### src/rtl/core/qpht_pkg.sv
// Shared types and constants for the quadratic-probe hash table.
// Used by every module under rtl/core; depends on nothing else.
package qpht_pkg;

  // Default table capacity and field widths
  localparam int unsigned DEF_MAX_SLOTS = 1024;
  localparam int unsigned KEY_W         = 31;
  localparam int unsigned TSIZE_W       = 11;
  localparam int unsigned SLOT_W        = 10;
  localparam int unsigned COLL_W        = 11;
  localparam int unsigned STATUS_W      = 2;
  localparam int unsigned KBIT_W        = $clog2(KEY_W);

  localparam logic [TSIZE_W-1:0] TSIZE_RESET = 11'd1021;

  // Command codes
  localparam logic CMD_FIND   = 1'b0;
  localparam logic CMD_INSERT = 1'b1;

  // Result status codes
  localparam logic [STATUS_W-1:0] ST_FOUND    = 2'd0;
  localparam logic [STATUS_W-1:0] ST_MISSING  = 2'd1;
  localparam logic [STATUS_W-1:0] ST_INSERTED = 2'd2;
  localparam logic [STATUS_W-1:0] ST_FULL     = 2'd3;

  // One table entry: occupancy flag and stored key
  typedef struct packed {
    logic             occ;
    logic [KEY_W-1:0] key;
  } entry_t;

  // One finished result handed to the output register
  typedef struct packed {
    logic [STATUS_W-1:0] status;
    logic [SLOT_W-1:0]   slot;
    logic [COLL_W-1:0]   collisions;
  } result_t;

  // Modular adder operation
  typedef enum logic {
    MOD_ADD,
    MOD_SUB
  } mod_op_t;

  // Sequencer states
  typedef enum logic [2:0] {
    S_CLEAR,
    S_IDLE,
    S_DIV,
    S_RD,
    S_CMP,
    S_SQ,
    S_POS
  } seq_state_t;

endpackage

### src/rtl/core/qpht_modunit.sv
// Shared modular add/subtract unit: (a + b + cin) or (a - b) wrapped into 0 .. size-1.
// Depends on qpht_pkg. Operands must satisfy a < size and b <= size.
module qpht_modunit
  import qpht_pkg::*;
#(
  parameter int unsigned SIZE_W = 11
) (
  input  mod_op_t           op,
  input  logic [SIZE_W-1:0] a,
  input  logic [SIZE_W-1:0] b,
  input  logic              cin,
  input  logic [SIZE_W-1:0] size,
  output logic [SIZE_W-1:0] res
);

  logic [SIZE_W:0] sum;
  logic [SIZE_W:0] diff;

  // Form the raw sum and difference one bit wider than the operands
  assign sum  = {1'b0, a} + {1'b0, b} + {{SIZE_W{1'b0}}, cin};
  assign diff = {1'b0, a} - {1'b0, b};

  // Fold back into range with a single correction
  always_comb begin
    unique case (op)
      MOD_ADD: begin
        if (sum >= {1'b0, size}) begin
          res = SIZE_W'(sum - {1'b0, size});
        end else begin
          res = sum[SIZE_W-1:0];
        end
      end
      MOD_SUB: begin
        if (diff[SIZE_W]) begin
          res = SIZE_W'(diff + {1'b0, size});
        end else begin
          res = diff[SIZE_W-1:0];
        end
      end
      default: begin
        res = sum[SIZE_W-1:0];
      end
    endcase
  end

endmodule

### src/rtl/core/qpht_seq.sv
// Probe sequencer: key reduction, alternating quadratic probing, insert and clear sweep.
// Depends on qpht_pkg and qpht_modunit; drives the slot memory port.
module qpht_seq
  import qpht_pkg::*;
#(
  parameter int unsigned MAX_SLOTS = DEF_MAX_SLOTS
) (
  input  logic                                 clk,
  input  logic                                 rst_n,
  // Input beat
  input  logic                                 in_valid,
  output logic                                 in_ready,
  input  logic                                 in_cmd,
  input  logic [KEY_W-1:0]                     in_key,
  // Effective table size, already clamped
  input  logic [$clog2(MAX_SLOTS+1)-1:0]       size_i,
  // Finished result towards the output register
  output logic                                 done_valid,
  input  logic                                 done_ready,
  output result_t                              done_res,
  // Slot memory port
  output logic                                 mem_we,
  output logic                                 mem_re,
  output logic [$clog2(MAX_SLOTS)-1:0]         mem_addr,
  output entry_t                               mem_wdata,
  input  entry_t                               mem_rdata
);

  localparam int unsigned SIZE_W = $clog2(MAX_SLOTS + 1);
  localparam int unsigned ADDR_W = $clog2(MAX_SLOTS);
  localparam logic [ADDR_W-1:0] LAST_ADDR = ADDR_W'(MAX_SLOTS - 1);
  localparam logic [KBIT_W-1:0] TOP_KBIT  = KBIT_W'(KEY_W - 1);

  seq_state_t          state_r, state_nxt;
  logic [ADDR_W-1:0]   clr_r, clr_nxt;
  logic [KBIT_W-1:0]   cnt_r, cnt_nxt;
  logic                cmd_r, cmd_nxt;
  logic [KEY_W-1:0]    key_r, key_nxt;
  logic [SIZE_W-1:0]   size_r, size_nxt;
  logic [SIZE_W-1:0]   home_r, home_nxt;
  logic [SIZE_W-1:0]   pos_r, pos_nxt;
  logic [SIZE_W-1:0]   sq_r, sq_nxt;
  logic [SIZE_W-1:0]   d_r, d_nxt;
  logic [SIZE_W-1:0]   coll_r, coll_nxt;

  mod_op_t             mu_op;
  logic [SIZE_W-1:0]   mu_a, mu_b, mu_res;
  logic                mu_cin;

  logic                hit;
  logic [SIZE_W-1:0]   coll_inc;
  logic                full;
  logic                finish;

  // Probe outcome, valid in S_CMP
  assign hit      = !mem_rdata.occ || (mem_rdata.key == key_r);
  assign coll_inc = coll_r + SIZE_W'(1);
  assign full     = !hit && (coll_inc == size_r);
  assign finish   = hit || full;

  // Shared modular unit
  qpht_modunit #(
    .SIZE_W (SIZE_W)
  ) u_modunit (
    .op   (mu_op),
    .a    (mu_a),
    .b    (mu_b),
    .cin  (mu_cin),
    .size (size_r),
    .res  (mu_res)
  );

  // Next state
  always_comb begin
    state_nxt = state_r;
    unique case (state_r)
      S_CLEAR: begin
        if (clr_r == LAST_ADDR) begin
          state_nxt = S_IDLE;
        end
      end
      S_IDLE: begin
        if (in_valid) begin
          state_nxt = S_DIV;
        end
      end
      S_DIV: begin
        if (cnt_r == '0) begin
          state_nxt = S_RD;
        end
      end
      S_RD: begin
        state_nxt = S_CMP;
      end
      S_CMP: begin
        if (finish) begin
          if (done_ready) begin
            state_nxt = S_IDLE;
          end
        end else if (coll_inc[0]) begin
          state_nxt = S_SQ;
        end else begin
          state_nxt = S_POS;
        end
      end
      S_SQ: begin
        state_nxt = S_POS;
      end
      S_POS: begin
        state_nxt = S_RD;
      end
      default: begin
        state_nxt = S_CLEAR;
      end
    endcase
  end

  // Outputs: handshake, memory port, modular unit operands
  always_comb begin
    in_ready   = 1'b0;
    done_valid = 1'b0;
    mem_we     = 1'b0;
    mem_re     = 1'b0;
    mem_addr   = pos_r[ADDR_W-1:0];
    mem_wdata  = '{occ: 1'b1, key: key_r};
    mu_op      = MOD_ADD;
    mu_a       = home_r;
    mu_b       = sq_r;
    mu_cin     = 1'b0;
    unique case (state_r)
      S_CLEAR: begin
        mem_we    = 1'b1;
        mem_addr  = clr_r;
        mem_wdata = '{occ: 1'b0, key: '0};
      end
      S_IDLE: begin
        in_ready = 1'b1;
      end
      S_DIV: begin
        mu_a   = pos_r;
        mu_b   = pos_r;
        mu_cin = key_r[cnt_r];
      end
      S_RD: begin
        mem_re = 1'b1;
      end
      S_CMP: begin
        done_valid = finish;
        mem_we     = hit && !mem_rdata.occ && (cmd_r == CMD_INSERT);
      end
      S_SQ: begin
        mu_a = sq_r;
        mu_b = d_r;
      end
      S_POS: begin
        mu_op = coll_r[0] ? MOD_ADD : MOD_SUB;
      end
      default: begin
        in_ready = 1'b0;
      end
    endcase
  end

  // Result fields
  always_comb begin
    if (full) begin
      done_res.status     = ST_FULL;
      done_res.slot       = '0;
      done_res.collisions = COLL_W'(coll_inc);
    end else begin
      done_res.slot       = SLOT_W'(pos_r);
      done_res.collisions = COLL_W'(coll_r);
      if (mem_rdata.occ) begin
        done_res.status = ST_FOUND;
      end else if (cmd_r == CMD_INSERT) begin
        done_res.status = ST_INSERTED;
      end else begin
        done_res.status = ST_MISSING;
      end
    end
  end

  // Datapath next values
  always_comb begin
    clr_nxt  = clr_r;
    cnt_nxt  = cnt_r;
    cmd_nxt  = cmd_r;
    key_nxt  = key_r;
    size_nxt = size_r;
    home_nxt = home_r;
    pos_nxt  = pos_r;
    sq_nxt   = sq_r;
    d_nxt    = d_r;
    coll_nxt = coll_r;
    case (state_r)
      S_CLEAR: begin
        clr_nxt = clr_r + ADDR_W'(1);
      end
      S_IDLE: begin
        // Latch the beat and start the reduction from zero
        if (in_valid) begin
          cmd_nxt  = in_cmd;
          key_nxt  = in_key;
          size_nxt = size_i;
          cnt_nxt  = TOP_KBIT;
          pos_nxt  = '0;
          sq_nxt   = '0;
          d_nxt    = SIZE_W'(1);
          coll_nxt = '0;
        end
      end
      S_DIV: begin
        // One key bit per cycle into the remainder
        pos_nxt  = mu_res;
        home_nxt = mu_res;
        cnt_nxt  = cnt_r - KBIT_W'(1);
      end
      S_CMP: begin
        if (!finish) begin
          coll_nxt = coll_inc;
        end
      end
      S_SQ: begin
        // Advance j*j by the next odd number
        sq_nxt = mu_res;
        d_nxt  = d_r + SIZE_W'(2);
      end
      S_POS: begin
        pos_nxt = mu_res;
      end
      default: begin
        clr_nxt = clr_r;
      end
    endcase
  end

  // Registers
  always_ff @(posedge clk) begin
    if (!rst_n) begin
      state_r <= S_CLEAR;
      clr_r   <= '0;
    end else begin
      state_r <= state_nxt;
      clr_r   <= clr_nxt;
    end
  end

  always_ff @(posedge clk) begin
    cnt_r  <= cnt_nxt;
    cmd_r  <= cmd_nxt;
    key_r  <= key_nxt;
    size_r <= size_nxt;
    home_r <= home_nxt;
    pos_r  <= pos_nxt;
    sq_r   <= sq_nxt;
    d_r    <= d_nxt;
    coll_r <= coll_nxt;
  end

  // Remainder stays reduced during the key reduction
  a_rem_range: assert property (@(posedge clk) disable iff (!rst_n)
    (state_r == S_DIV) |-> (pos_r < size_r))
    else $error("remainder out of range");

  // Every probed slot lies inside the table, before the bound is reached
  a_probe_range: assert property (@(posedge clk) disable iff (!rst_n)
    (state_r == S_RD) |-> ((pos_r < size_r) && (coll_r < size_r)))
    else $error("probe position or count out of range");

  // An occupied entry is only written by an insert ending on an empty slot
  a_occ_write: assert property (@(posedge clk) disable iff (!rst_n)
    (mem_we && mem_wdata.occ) |->
      ((state_r == S_CMP) && (cmd_r == CMD_INSERT) && !mem_rdata.occ))
    else $error("unexpected slot write");

  // A full table reports slot zero and a bound of size collisions
  a_full_result: assert property (@(posedge clk) disable iff (!rst_n)
    (done_valid && (done_res.status == ST_FULL)) |->
      ((done_res.slot == '0) && (done_res.collisions == COLL_W'(size_r))))
    else $error("full result malformed");

  // Once the sweep ends the sequencer never returns to it
  a_clear_once: assert property (@(posedge clk) disable iff (!rst_n)
    (state_r != S_CLEAR) |=> (state_r != S_CLEAR))
    else $error("clear sweep re-entered");

endmodule

### config.mk
export PLATFORM = sky130hd
export DESIGN_NAME = qpht_seq
export DESIGN_NICKNAME = d
export VERILOG_FILES = /design/src/rtl/core/qpht_pkg.sv /design/src/rtl/core/qpht_modunit.sv /design/src/rtl/core/qpht_seq.sv
export SDC_FILE = /design/constraint.sdc
export NUM_CORES = 1
export LEC_CHECK = 0
export ABC_CLOCK_PERIOD_IN_PS = 9900
export BUFFER_PORTS_ARGS = -buffer_cell sky130_fd_sc_hd__buf_2
export CAP_MARGIN = 30
export CORE_MARGIN = 4
export CORE_UTILIZATION = 62
export CTS_CLUSTER_SIZE = 12
export DETAILED_ROUTE_END_ITERATION = 6
export PLACE_DENSITY = 0.87
export SYNTH_ARGS = -nofsm -noshare
export SYNTH_HDL_FRONTEND = slang
export SYNTH_SLANG_ARGS = --single-unit
### constraint.sdc
create_clock -name clk -period 9.9 [get_ports clk]
set_clock_uncertainty 0.2 [all_clocks]
set_input_delay 1.98 -clock clk [delete_from_list [all_inputs] [get_ports clk]]
set_output_delay 1.98 -clock clk [all_outputs]
set_load 0.1 [all_outputs]
==> impl_metrics.py <==
metrics = {
    "run_status": {
        "run_status": "completed",
    },
    "yosys": {
        "synth_seq_cells": 115,
        "syn_inst": 896,
        "synthesis.area_mm2": 0.00849,
        "async_flop_share_pct": 0,
        "synth.distinct_cells": 66,
        "synth-edff-count": 102,
        "seq_area_frac_synth_pct": 39.2,
        "synthesis.nets": 1027,
        "avgSynthCellArea_um2": 9.47,
        "yosys_warnings": 0,
        "ys.flop_type": "edfxtp_1",
    },
    "global_route": {
        "grt_max_degree": 45,
        "antenna_found_initial": 1,
        "grt_pass1_wl_um": 37500,
        "track_usage_pct": 30.1,
        "overflow": 0,
        "grt_pass1_vias": 7304,
    },
    "worst_setup_path": {
        "slowest_delay_ns": 0.90,
        "cpMaxStageDelayCell": "o41ai_1",
        "cp-startpoint": "mem_rdata[8]",
        "path_class": "in2out",
        "r2r_start": "state_r[1]$_SDFFE_PN0P_",
        "path_cells": "buf_2, xor2_1, nor4_1, nand4_1, o41ai_1, nor4_4, buf_6, nand2b_1, xnor2_1, buf_2",
        "cp-start-kind": "input port",
        "critPathMostFrequentCell": "buf_2",
        "crit_required_ns": 7.72,
        "worstPathArrival_ns": 4.87,
        "crit_path_max_fanout": 12,
        "endpoint_kind": "output pin",
        "crit_buf_inv": 3,
        "cp_top_family": "simple AND/OR/NAND/NOR gates",
    },
    "cts": {
        "holdBufCountCts": 0,
        "post_cts_resized": 0,
        "clock-sinks": 115,
        "cts_root_buf": "clkbuf_16",
        "cts_tree": "yes",
        "clockBufferDepth": 2,
        "clk_pin_slew_worst_paths_ns": 0.05,
        "cts_setup_buffers": 0,
        "numCtsBuffers": 17,
        "clk_latency_ns": 0.43,
        "h-tree-depth": 4,
    },
    "sta": {
        "slew_headroom_pct": 36.7,
        "setup_viol": 0,
        "grt_setup_unrepaired": "no",
        "max_slew.worst_pin.slew_ns": 0.937,
        "finalCriticalPeriod_ns": 7.05,
        "setup_slack_ns": 2.85,
        "setup_tns_ns": 0,
        "period_share_pct": 71.2,
        "finalHoldViolCount": 0,
        "fmax_mhz": 142,
        "slew_violations": 0,
    },
    "drt": {
        "vias": 7484,
        "drc": 0,
        "drt_iter0_drc": 737,
        "via_per_inst": 6.12,
        "antenna_left": 0,
        "first_pass_iters": 5,
        "avgRoutedWirePerCell_um": 19.6,
        "finalWirelength_um": 23900,
    },
    "final_layout": {
        "layout.nets": 1163,
        "finalNonFillerCells": 1222,
        "area_delta_synth_final_pct": 17.7,
        "layout-drive-gt1-share_pct": 19.3,
        "final_util_pct": 74.9,
        "final_area_mm2": 0.00999,
        "fillCellCount": 906,
    },
    "placed_design": {
        "place.port_buffers": 147,
        "place.gp.congestion": 0.914,
        "pre_cts_slack_ns": 3.02,
        "dp.final_hpwl_um": 17200,
        "dpl.cell_count": 1189,
        "post_dp_cell_area_mm2": 0.00937,
    },
    "floorplanning": {
        "pin_count": 148,
        "dieHeight_um": 125,
        "num_rows": 42,
        "initial_core_util_pct": 63.6,
        "design.core.area_mm2": 0.0133,
        "dieArea_mm2": 0.0156,
        "die_x_um": 125,
    },
    "power": {
        "power_density_mw_per_mm2": 122,
        "cellLeakagePower_nw": 4.26,
        "peakVddDrop_mv": 0.118,
    },
    "hold_path": {
        "hold_start": "clr_r[1]$_SDFFE_PN0P_",
        "hold_path_class": "reg2reg",
    },
    "run": {
        "max_cap_violations": 0,
    },
}
-- where the power goes --
part | leakage, nW | switching, mW | internal (mW)
registers | 0.996 | 0.00180 | 0.525
logic | 2.96 | 0.0236 | 0.0173
clock network | 0.304 | 0.218 | 0.432
-- flip-flops by register name, summed over array words and instances (netlist names) --
name and flops:
home_r 11, clr_r 10, state_r 3, sq_r 11, d_r 10, coll_r 11, key_r 31, cmd_r 1
cnt_r 5, pos_r 11, size_r 11
-- placed cells by master, fill, tap and decap left out, types with 8 or more instances in the layout --
cell type | netlist | layout
xnor2_1 | 62 | 62
dfxtp_1 | 13 | 13
nor2b_1 | 21 | 21
nand4_1 | 15 | 15
inv_1 | 47 | 46
and2_1 | 38 | 38
and3_1 | 8 | 8
xor2_1 | 43 | 43
a31oi_1 | 18 | 18
o21ai_0 | 32 | 32
clkbuf_16 | 0 | 17
nor2_1 | 74 | 74
ha_1 | 47 | 47
edfxtp_1 | 102 | 102
nand2_1 | 105 | 105
mux4_2 | 8 | 8
a211oi_1 | 14 | 14
buf_2 | 7 | 147
a21o_1 | 8 | 8
nor3_1 | 17 | 17
a21oi_1 | 40 | 40
nand3_1 | 20 | 20
mux2i_1 | 18 | 18
nand2b_1 | 8 | 8
-- logic make-up after synthesis --
| family | Yosys count | share of synthesized area, % |
|---|---|---|
| muxes | 28 | 4.51 |
| and+or+nand+nor | 344 | 20.3 |
| AOI/OAI and AO/OA | 166 | 12.7 |
| buffers and inverters | 84 | 3.86 |
| DFF | 115 | 39.2 |
| adders and majority gates | 52 | 8.11 |
| xor gates and xnor gates | 107 | 11.4 |
-- per-stage QoR --
stage,hold slack (ns),total power [mW]
after global placement,0.293,0.574
after global routing,0.375,1.24
final,0.338,1.22
after detailed placement,0.322,0.576
after CTS,0.330,1.22
after floorplan,0.272,0.555
-- worst paths after layout --
| kind | to | slack (ns) | depth (start not counted) |
|---|---|---|---|
| worst max-delay path | done_res[4] | 2.85 | 10 |
| worst min-delay path | clr_r[1]$_SDFFE_PN0P_ | 0.34 | 2 |
| worst max register to register | pos_r[7]$_SDFFCE_PN0P_ | 3.18 | 21 |
| worst min register to register | clr_r[1]$_SDFFE_PN0P_ | 0.34 | 2 |
-- synthesized netlist by cell type, types with 5 or more instances --
| library cell | instances | share of area, % |
|---|---|---|
| xor2_1 | 43 | 4.4 |
| nor3_1 | 17 | 1.0 |
| a21o_1 | 8 | 0.71 |
| nand3b_1 | 7 | 0.62 |
| inv_1 | 47 | 2.1 |
| clkbuf_1 | 23 | 1.0 |
| nand2_1 | 105 | 4.6 |
| buf_1 | 5 | 0.22 |
| mux2i_1 | 18 | 2.1 |
| nand3_1 | 20 | 1.2 |
| dfxtp_1 | 13 | 3.1 |
| nand4_1 | 15 | 1.1 |
| edfxtp_1 | 102 | 36 |
| a31oi_1 | 18 | 1.3 |
| o21ai_0 | 32 | 1.9 |
| and2_1 | 38 | 2.8 |
| o211ai_1 | 5 | 0.44 |
| a211oi_1 | 14 | 1.2 |
| xnor2_1 | 62 | 6.4 |
| nor2_1 | 74 | 3.3 |
| buf_2 | 7 | 0.41 |
| and3_1 | 8 | 0.59 |
| nor2b_1 | 21 | 1.5 |
| mux4_2 | 8 | 2.1 |
| o21a_1 | 7 | 0.62 |
| or3_1 | 5 | 0.37 |
| nand2b_1 | 8 | 0.59 |
| ha_1 | 47 | 6.9 |
| fa_1 | 5 | 1.2 |
| nor4_1 | 6 | 0.44 |
| a21oi_1 | 40 | 2.4 |
-- layout make-up --
| class | count | area [µm²] | share of cell area, % |
|---|---|---|---|
| diodes | 1 | 2.50 | 0.0250 |
| clock buffers | 22 | 464 | 4.65 |
| clock inverters | 10 | 156 | 1.57 |
| inverters | 48 | 180 | 1.80 |
| multi-input cells | 697 | 4840 | 48.5 |
| flip-flops and latches | 115 | 3320 | 33.3 |
| well taps | 176 | 220 | 2.20 |
| repair buffers | 153 | 805 | 8.05 |
-- tightest hold or removal path: cells and delay by family, from the launching register on --
family	cells	cell delay, ns
AND/OR/NAND/NOR	1	0.08
AO/OA/AOI/OAI	1	0.06
flip-flops	1	0.36
-- metal layers --
layer / vias up / track usage, % / wire [µm]
li1: 3474 / - / -
met1: 3455 / 37.8 / 9320
met2: 455 / 49.5 / 11300
met3: 100 / 6.78 / 2150
met4: 0 / 14.6 / 1180
met5: - / 0 / 0
(Power assumes the default switching activity.)
